`config.mk`:
```
export PLATFORM = sky130hd
export DESIGN_NAME = watchdog_timer_device
export DESIGN_NICKNAME = d
export VERILOG_FILES = /design/src/rtl/wdt_pkg.sv /design/src/rtl/wdt_core.sv /design/src/rtl/watchdog_timer_device.sv
export SDC_FILE = /design/constraint.sdc
export NUM_CORES = 1
export LEC_CHECK = 0
export ABC_AREA = 1
export ABC_CLOCK_PERIOD_IN_PS = 3140
export CAP_MARGIN = 25
export CELL_PAD_IN_SITES_DETAIL_PLACEMENT = 2
export CELL_PAD_IN_SITES_GLOBAL_PLACEMENT = 2
export CORE_UTILIZATION = 36
export DETAILED_ROUTE_END_ITERATION = 7
export DONT_BUFFER_PORTS = 1
export GPL_ROUTABILITY_DRIVEN = 0
export PLACE_DENSITY = 0.77
export RECOVER_POWER = 100
export SYNTH_ARGS = -nofsm -noshare
export SYNTH_HDL_FRONTEND = slang
export SYNTH_SLANG_ARGS = --single-unit
```
`constraint.sdc`:
```
create_clock -name aclk -period 3.14 [get_ports aclk]
set_input_delay 0.471 -clock aclk [delete_from_list [all_inputs] [get_ports aclk]]
set_output_delay 0.471 -clock aclk [all_outputs]
set_load 0.01 [all_outputs]
```
`src/rtl/wdt_pkg.sv`:
```
// Shared definitions for the watchdog timer device: access codes, mode codes,
// field widths and the per-request result record. No dependencies.
package wdt_pkg;

    localparam int WORD_W  = 12;
    localparam int COUNT_W = 9;
    localparam int MODE_W  = 3;
    localparam int FUNC_W  = 3;

    // Access function codes
    localparam logic [FUNC_W-1:0] FN_NOP     = 3'd0;
    localparam logic [FUNC_W-1:0] FN_SKIP    = 3'd1;
    localparam logic [FUNC_W-1:0] FN_WRITE   = 3'd2;
    localparam logic [FUNC_W-1:0] FN_READ    = 3'd3;
    localparam logic [FUNC_W-1:0] FN_RESTART = 3'd4;

    // Watchdog modes
    localparam logic [MODE_W-1:0] MODE_OFF     = 3'd0;
    localparam logic [MODE_W-1:0] MODE_RST_ONE = 3'd1;
    localparam logic [MODE_W-1:0] MODE_RST_PER = 3'd2;
    localparam logic [MODE_W-1:0] MODE_HLT_ONE = 3'd3;
    localparam logic [MODE_W-1:0] MODE_HLT_PER = 3'd4;
    localparam logic [MODE_W-1:0] MODE_IRQ_ONE = 3'd5;
    localparam logic [MODE_W-1:0] MODE_IRQ_PER = 3'd6;

    typedef struct packed {
        logic [WORD_W-1:0]  ac_out;
        logic               ac_load;
        logic               skip;
        logic               jump_to_zero;
        logic               halt_request;
        logic               interrupt_request;
        logic               enabled_flag;
        logic               expired_flag;
        logic [COUNT_W-1:0] remaining_ticks;
    } wdt_result_t;

endpackage

```
`src/rtl/wdt_core.sv`:
```
// Watchdog state registers and the single-pass update for one request.
// Depends on wdt_pkg for codes, widths and the result record.
module wdt_core (
    input  logic                        aclk,
    input  logic                        aresetn,
    input  logic                        take_i,   // request accepted this cycle
    input  logic                        cmd_i,    // 0 tick, 1 bus access
    input  logic [wdt_pkg::FUNC_W-1:0]  func_i,
    input  logic [wdt_pkg::WORD_W-1:0]  ac_i,
    output wdt_pkg::wdt_result_t        res_o
);

    logic [wdt_pkg::MODE_W-1:0]  mode_reg, mode_next;
    logic [wdt_pkg::COUNT_W-1:0] reload_reg, reload_next;
    logic [wdt_pkg::COUNT_W-1:0] count_reg, count_next;
    logic                        enabled_reg, enabled_next;
    logic                        expired_reg, expired_next;

    logic [wdt_pkg::COUNT_W-1:0] dec_count;
    logic                        periodic;
    logic [wdt_pkg::MODE_W-1:0]  wr_mode;

    assign wr_mode   = ac_i[wdt_pkg::WORD_W-1:wdt_pkg::COUNT_W];
    assign dec_count = (count_reg != '0) ? count_reg - 1'b1 : '0;
    assign periodic  = mode_reg inside {wdt_pkg::MODE_RST_PER, wdt_pkg::MODE_HLT_PER,
                                        wdt_pkg::MODE_IRQ_PER};

    always_comb begin
        mode_next    = mode_reg;
        reload_next  = reload_reg;
        count_next   = count_reg;
        enabled_next = enabled_reg;
        expired_next = expired_reg;
        res_o        = '0;

        if (cmd_i) begin
            case (func_i)
                wdt_pkg::FN_SKIP: begin
                    res_o.skip = expired_reg;
                end
                wdt_pkg::FN_WRITE: begin
                    mode_next    = wr_mode;
                    reload_next  = ac_i[wdt_pkg::COUNT_W-1:0];
                    expired_next = 1'b0;
                    enabled_next = (wr_mode != wdt_pkg::MODE_OFF);
                    count_next   = (wr_mode != wdt_pkg::MODE_OFF) ?
                                   ac_i[wdt_pkg::COUNT_W-1:0] : '0;
                end
                wdt_pkg::FN_READ: begin
                    res_o.ac_out  = {mode_reg, reload_reg};
                    res_o.ac_load = 1'b1;
                end
                wdt_pkg::FN_RESTART: begin
                    expired_next = 1'b0;
                    count_next   = reload_reg;
                    enabled_next = (mode_reg != wdt_pkg::MODE_OFF);
                end
                default: begin
                    // no operation and unused codes: status only
                end
            endcase
        end else if (enabled_reg && !expired_reg) begin
            count_next = dec_count;
            if (dec_count == '0) begin
                expired_next = 1'b1;
                enabled_next = periodic;
                res_o.jump_to_zero      = mode_reg inside {wdt_pkg::MODE_RST_ONE,
                                                           wdt_pkg::MODE_RST_PER};
                res_o.halt_request      = mode_reg inside {wdt_pkg::MODE_HLT_ONE,
                                                           wdt_pkg::MODE_HLT_PER};
                res_o.interrupt_request = mode_reg inside {wdt_pkg::MODE_IRQ_ONE,
                                                           wdt_pkg::MODE_IRQ_PER};
                // periodic reload, unless the count is zero
                if (periodic && reload_reg != '0) begin
                    count_next   = reload_reg;
                    expired_next = 1'b0;
                end
            end
        end

        res_o.enabled_flag    = enabled_next;
        res_o.expired_flag    = expired_next;
        res_o.remaining_ticks = enabled_next ? count_next : '0;
    end

    always_ff @(posedge aclk) begin
        if (!aresetn) begin
            mode_reg    <= wdt_pkg::MODE_OFF;
            reload_reg  <= '0;
            count_reg   <= '0;
            enabled_reg <= 1'b0;
            expired_reg <= 1'b0;
        end else if (take_i) begin
            mode_reg    <= mode_next;
            reload_reg  <= reload_next;
            count_reg   <= count_next;
            enabled_reg <= enabled_next;
            expired_reg <= expired_next;
        end
    end

    // at most one expiry request per step
    a_one_request: assert property (@(posedge aclk) disable iff (!aresetn)
        $onehot0({res_o.jump_to_zero, res_o.halt_request, res_o.interrupt_request}))
        else $error("more than one expiry request");

    // a write with a nonzero mode arms the watchdog
    a_write_arms: assert property (@(posedge aclk) disable iff (!aresetn)
        (take_i && cmd_i && func_i == wdt_pkg::FN_WRITE && wr_mode != wdt_pkg::MODE_OFF)
        |=> (enabled_reg && !expired_reg))
        else $error("write did not arm watchdog");

    // enabled with expired set only happens for a periodic mode with zero count
    a_stuck_periodic: assert property (@(posedge aclk) disable iff (!aresetn)
        (enabled_reg && expired_reg) |-> (periodic && reload_reg == '0))
        else $error("expired while enabled outside zero-count periodic mode");

    // disabled watchdog reports no remaining ticks
    a_rem_disabled: assert property (@(posedge aclk) disable iff (!aresetn)
        (res_o.remaining_ticks != '0) |-> res_o.enabled_flag)
        else $error("remaining ticks reported while disabled");

endmodule

```
`src/rtl/watchdog_timer_device.sv`:
```
// Watchdog timer device top level: stream ports, output register.
// Depends on wdt_pkg and wdt_core.
//
//  channel | dir | tdata (low bit up)                            | tuser
//  --------+-----+-----------------------------------------------+-----------------
//  s_      | in  | func[2:0], ac_in[14:3], pad[15]               | cmd (0 tick, 1 access)
//  m_      | out | ac_out[11:0], skip, jump_to_zero, halt_request,| ac_load
//          |     | interrupt_request, enabled, expired, ticks    |
//
// One request per cycle while s_tready is high, one result per request, shown on m_
// in the cycle after the request is accepted. The state update and the result are one
// pass of logic between the input handshake and the m_ output register.
// s_tready is high whenever the output register is empty or being drained,
// so a stalled m_ side stops intake only while a result is held.
// aresetn is synchronous, active low; it clears the watchdog and the output valid.
module watchdog_timer_device (
    input  logic        aclk,
    input  logic        aresetn,

    input  logic        s_tvalid,
    output logic        s_tready,
    input  logic [15:0] s_tdata,   // [2:0] func, [14:3] ac_in, [15] zero
    input  logic        s_tuser,   // cmd

    output logic        m_tvalid,
    input  logic        m_tready,
    output logic [31:0] m_tdata,   // [11:0] ac_out, [12] skip, [13] jump_to_zero,
                                   // [14] halt_request, [15] interrupt_request,
                                   // [16] enabled_flag, [17] expired_flag,
                                   // [26:18] remaining_ticks, [31:27] zero
    output logic        m_tuser    // ac_load
);

    logic                 take;
    wdt_pkg::wdt_result_t res;
    wdt_pkg::wdt_result_t res_reg;
    logic                 valid_reg;

    // accept when the result slot is free or emptying this cycle
    assign s_tready = !valid_reg || m_tready;
    assign take     = s_tvalid && s_tready;

    wdt_core u_core (
        .aclk    (aclk),
        .aresetn (aresetn),
        .take_i  (take),
        .cmd_i   (s_tuser),
        .func_i  (s_tdata[wdt_pkg::FUNC_W-1:0]),
        .ac_i    (s_tdata[wdt_pkg::FUNC_W +: wdt_pkg::WORD_W]),
        .res_o   (res)
    );

    // result register: valid is control, payload loads on accept only
    always_ff @(posedge aclk) begin
        if (!aresetn) begin
            valid_reg <= 1'b0;
        end else if (take) begin
            valid_reg <= 1'b1;
        end else if (m_tready) begin
            valid_reg <= 1'b0;
        end
    end

    always_ff @(posedge aclk) begin
        if (take) begin
            res_reg <= res;
        end
    end

    assign m_tvalid = valid_reg;
    assign m_tuser  = res_reg.ac_load;
    assign m_tdata  = {5'd0,
                       res_reg.remaining_ticks,
                       res_reg.expired_flag,
                       res_reg.enabled_flag,
                       res_reg.interrupt_request,
                       res_reg.halt_request,
                       res_reg.jump_to_zero,
                       res_reg.skip,
                       res_reg.ac_out};

endmodule

```
# == Yosys cells after proc, flatten, opt, wreduce, memory -nomap -nowiden ==
# Cells that the tools add are included.
# classes
addsub,1
eq_ne,10
mux,19
bitwise_logic,2
n_reduce_logical,21
# op_table
operator,n
2-to-1 mux 9 bit,6
case mux 9 bit (2 select lines),1
nonzero test 9 bit,2
"equality test 3 x 2 -> 1 bit, second input constant",4
"equality test 3 bit, second input constant",4
2-to-1 mux 1 bit,11
zero test 9 bit,1
nonzero test 3 bit,3
"subtractor 9 x 1 -> 9 bit, second input constant",1
nonzero test 2 bit,4
"equality test 3 x 1 -> 1 bit, second input constant",2
AND reduction 2 bit,2
logical AND 1 bit,3
AND reduction 3 bit,1
OR reduction 3 bit,1
zero test 1 bit,2
inverter 1 bit,2
case mux 1 bit (2 select lines),1
OR reduction 2 bit,1
logical OR 1 bit,1
# word_totals
regBits,52
input_bits,21
out_inout_bits,35
elab_cells,68

# == Logic depth before layout (Yosys ltp) ==
# depth
word_depth,7
ltp_mapped,15
depth_no_buf,15

# == Modules after synthesis ==
# From an unflattened synthesis, not the netlist that was laid out.
# unflattened
cells_unflattened,371
area_unflattened_um2,2857.7
# modules_own_cells
module,n_inst,cells_per_inst,area_per_inst_um2,seq_area_each_um2
wdt_core,1,330,1924.3,460.4
watchdog_timer_device,1,41,933.4,860.8

# == Worst setup path before layout ==
# No wires, ideal clock.
# synth_timing
path_kind,input to register
startpoint,input port m_tready
endpoint,"register res_reg (netlist bit m_tdata[0]), enable pin"
setup_ns,0.410
t_arrival_ns,2.076
t_required_ns,2.730
slack_ns,0.655
path_stages,5
path_buffers,1
path_cell_list,inv_1 -> nand2_1 -> nand2_1 -> inv_1 -> buf_1
# synth_via
elab_chain_cells,2
# synth_rtl
item,line_no,source
from (decl),watchdog_timer_device.sv:26,"input logic m_tready,"
logical OR 1 bit,watchdog_timer_device.sv:40,assign s_tready = !valid_reg || m_tready;
net s_tready,watchdog_timer_device.sv:21,"output logic s_tready,"
logical AND 1 bit,watchdog_timer_device.sv:41,assign take = s_tvalid && s_tready;
net take,watchdog_timer_device.sv:34,logic take;
to (signal assigned),watchdog_timer_device.sv:66,res_reg <= res;
to (decl),watchdog_timer_device.sv:36,wdt_pkg::wdt_result_t res_reg;
# The timed path passes the listed nets, and every way through them passes these cells.
# A chain may end at the register's enable or synchronous reset.

# == Worst setup path after layout ==
# layout_timing
startpoint,register u_core.count_reg[0] (netlist name)
endpoint,register res_reg (netlist bit m_tdata[26]) (data pin)
# layout_via
elab_chain_cells,6
word_cells_on_any_way,11
cone_classes,add/sub (1); mux (8); reduce/logical (2)
# layout_rtl
item,line_no,source
from (decl),wdt_core.sv:15,"logic [wdt_pkg::COUNT_W-1:0] count_reg, count_next;"
from (signal assigned),wdt_core.sv:96,count_reg <= count_next;
subtractor 9 x 1 -> 9 bit / nonzero test 9 bit (equally long branches),wdt_core.sv:24,assign dec_count = (count_reg != '0) ? count_reg - 1'b1 : '0;
2-to-1 mux 9 bit (*),wdt_core.sv:24,
zero test 9 bit (*),wdt_core.sv:64,if (dec_count == '0) begin
2-to-1 mux 1 bit (*),wdt_core.sv:64,
2-to-1 mux 1 bit (*),wdt_core.sv:62,end else if (enabled_reg && !expired_reg) begin
2-to-1 mux 1 bit (*),wdt_core.sv:36,if (cmd_i) begin
net u_core.enabled_next,wdt_core.sv:16,"logic enabled_reg, enabled_next;"
# Mark *: on every way through the listed nets, which the timed path passes. The rest lies on a longest branch.

==> impl_metrics.json <==
{
  "synthTopCellsByArea": "edfxtp_1 (29%), dfxtp_1 (17%), nand2_1 (10%)",
  "rr_startpoint": "u_core.count_reg[0]",
  "fp.dieArea_um2": 8400,
  "cts-resized-gates": 0,
  "drive_above_1_share_pct": 9.97,
  "setup.worst_path.start_class": "flop",
  "drcViolationCount": 0,
  "crit_start": "u_core.count_reg[0]",
  "grt_use_total_pct": 21.9,
  "async_reset_ff_share_pct": 0,
  "ctsRootBufferMaster": "clkbuf_8",
  "period_share_pct": 85.2,
  "grt_pass1_vias": 2705,
  "finalSetupViolCount": 0,
  "endpoint_kind": "flop",
  "vias": 2548,
  "detail_route.iter0.violations": 66,
  "yosysTopAreaCellShare_pct": 29.1,
  "critPathArrivalTime_ns": 2.74,
  "cts_buffers": 5,
  "final.min_clock_period_ns": 2.68,
  "ir_worst_vdd_mv": 0.169,
  "routed_wl_um": 8770,
  "synth_area_per_cell_um2": 7.82,
  "synth.distinct_cells": 39,
  "syn_inst": 370,
  "status": "completed",
  "ant_nets": 0,
  "fmax_mhz": 374,
  "start_util_pct": 37.3,
  "postLayoutCoreUtil_pct": 39.0,
  "cap_violations": 0,
  "crit_required_ns": 3.20,
  "yosys_warnings": 0,
  "die_x_um": 91.7,
  "hp-class": "input port to flop",
  "grt_pass1_wl_um": 14200,
  "rsz0062_at_grt": "false",
  "largest_reg_flops": 27,
  "clock_sinks": 52,
  "core_area_um2": 7770,
  "area_delta_synth_final_pct": 4.58,
  "synth-edff-count": 28,
  "clk_path_buf_depth": 2,
  "yosysTopAreaCell": "edfxtp_1",
  "slew_violations": 0,
  "vias_per_cell": 5.39,
  "power_density_nw_per_um2": 505,
  "num_io_pins": 56,
  "fin_tns_setup_ns": 0,
  "hp-start": "aresetn",
  "netlist_area_um2": 2890,
  "worst_pin_slew_ns": 1.16,
  "crit_fanout": 15,
  "die_h_um": 91.7,
  "cts_tree": "done",
  "dp_hpwl_um": 6760,
  "port_buffers": 0,
  "fp-row-count": 32,
  "insertedDiodeCount": 0,
  "ys_ff_latch": 52,
  "hold_viol_final": 0,
  "dr.pass1.iters": 4,
  "power.leakage_nw": 1.19,
  "ys_top_cells_by_count": "nand2_1 (78), nor2_1 (36), a21oi_1 (34)",
  "htreeDepth": 2,
  "grt_max_degree": 25,
  "clk_pin_slew_ns": 0.10,
  "wire_per_inst_um": 18.5,
  "globalRoute.totalOverflow": 0,
  "yosysMostFrequentCell": "nand2_1",
  "cts_hold_buffers": 0,
  "clock_latency_ns": 0.31,
  "worstSetupPathType": "flop to flop",
  "slew_headroom_pct": 23.0,
  "finClkSkew_ns": 0.00618,
  "antenna_found_initial": 0,
  "nets": 392,
  "ys_seq_area_share_pct": 45.7,
  "postCtsSetupRepairBufs": 0,
  "synthFlopType": "edfxtp_1"
}
## worst paths after layout
path / cells after the start / end / slack [ns]
min: 2 / u_core.reload_reg[0] / 0.29
max: 13 / m_tdata[26] / 0.46
max reg2reg: 13 / m_tdata[26] / 0.46
min reg2reg: 2 / u_core.reload_reg[8] / 0.50
## layer usage
layer	part of all wire (%)	up-vias	global-route usage (%)
li1	-	1231	-
met1	47	1255	28.0
met2	49	50	38.2
met3	2.4	12	3.23
met4	1.9	0	6.35
met5	0	-	0
## kinds of logic (layout without fill, tap and decap cells)
group	Yosys count	in the layout	share of synthesized area, %
AO/OA/AOI/OAI	81	81	16.4
AND/OR/NAND/NOR	174	174	28.1
buffers and inverters	59	56	8.60
other	1	5	0.130
adder cells (fa/ha/maj)	1	1	0.432
XOR/XNOR	2	2	0.605
flip-flops	52	52	45.7
## placed cells by master (no fill, tap or decap), types with 2 or more instances in the layout
master	instances
conb_1	5
o221ai_1	2
nand4_1	8
dfxtp_1	24
o2111ai_1	2
a31oi_1	2
clkbuf_1	2
nor2_4	2
o21ai_0	21
clkbuf_8	5
nand2_1	80
nand2_2	5
nor2_1	38
nor3_1	6
a21oi_2	3
edfxtp_1	28
inv_1	35
buf_4	2
nand4_2	2
inv_2	8
o22ai_1	3
nand3_1	28
o21ai_2	3
o21ai_1	4
a21oi_1	38
## critical path, stage by stage, from the launching register on
cell     delay, ns
dfxtp_1       0.34
inv_1         0.25
ha_1          0.29
nand2_2       0.14
nor2_4        0.14
nand2_4       0.14
nand3_1       0.21
nand2_1       0.12
nor3_1        0.25
nand2_1       0.09
nand3_1       0.07
nand2_1       0.09
inv_2         0.22
a21oi_1       0.09
## metrics by stage
stage                     hold WS [ns]  instances  total power [mW]  instance area, um2  setup WS, ns
after global placement           0.484        465              1.15                2980         0.652
after floorplan                  0.458        374              1.08                2910         0.655
after CTS                        0.286        473              1.56                3070         0.561
final                            0.289        473              1.53                3030         0.464
after detailed placement         0.492        465              1.16                2980         0.589
after global routing             0.285        473              1.61                3030         0.181
## power breakdown
| part | total, mW | internal [mW] | switching, mW |
|---|---|---|---|
| clock network | 0.400 | 0.160 | 0.240 |
| registers | 0.793 | 0.757 | 0.0363 |
| logic | 0.335 | 0.0984 | 0.236 |
| total | 1.53 | 1.02 | 0.512 |
## final cells by class
type,instances,area (um2)
Clock buffer,5,68.8
Clock inverter,3,22.5
Fill cell,927,4740
Inverter,44,165
Multi-Input combinational cell,263,1300
Sequential cell,52,1320
Tap cell,102,128
Timing Repair Buffer,4,22.5
Note: power is estimated with default switching activity, not from simulation.
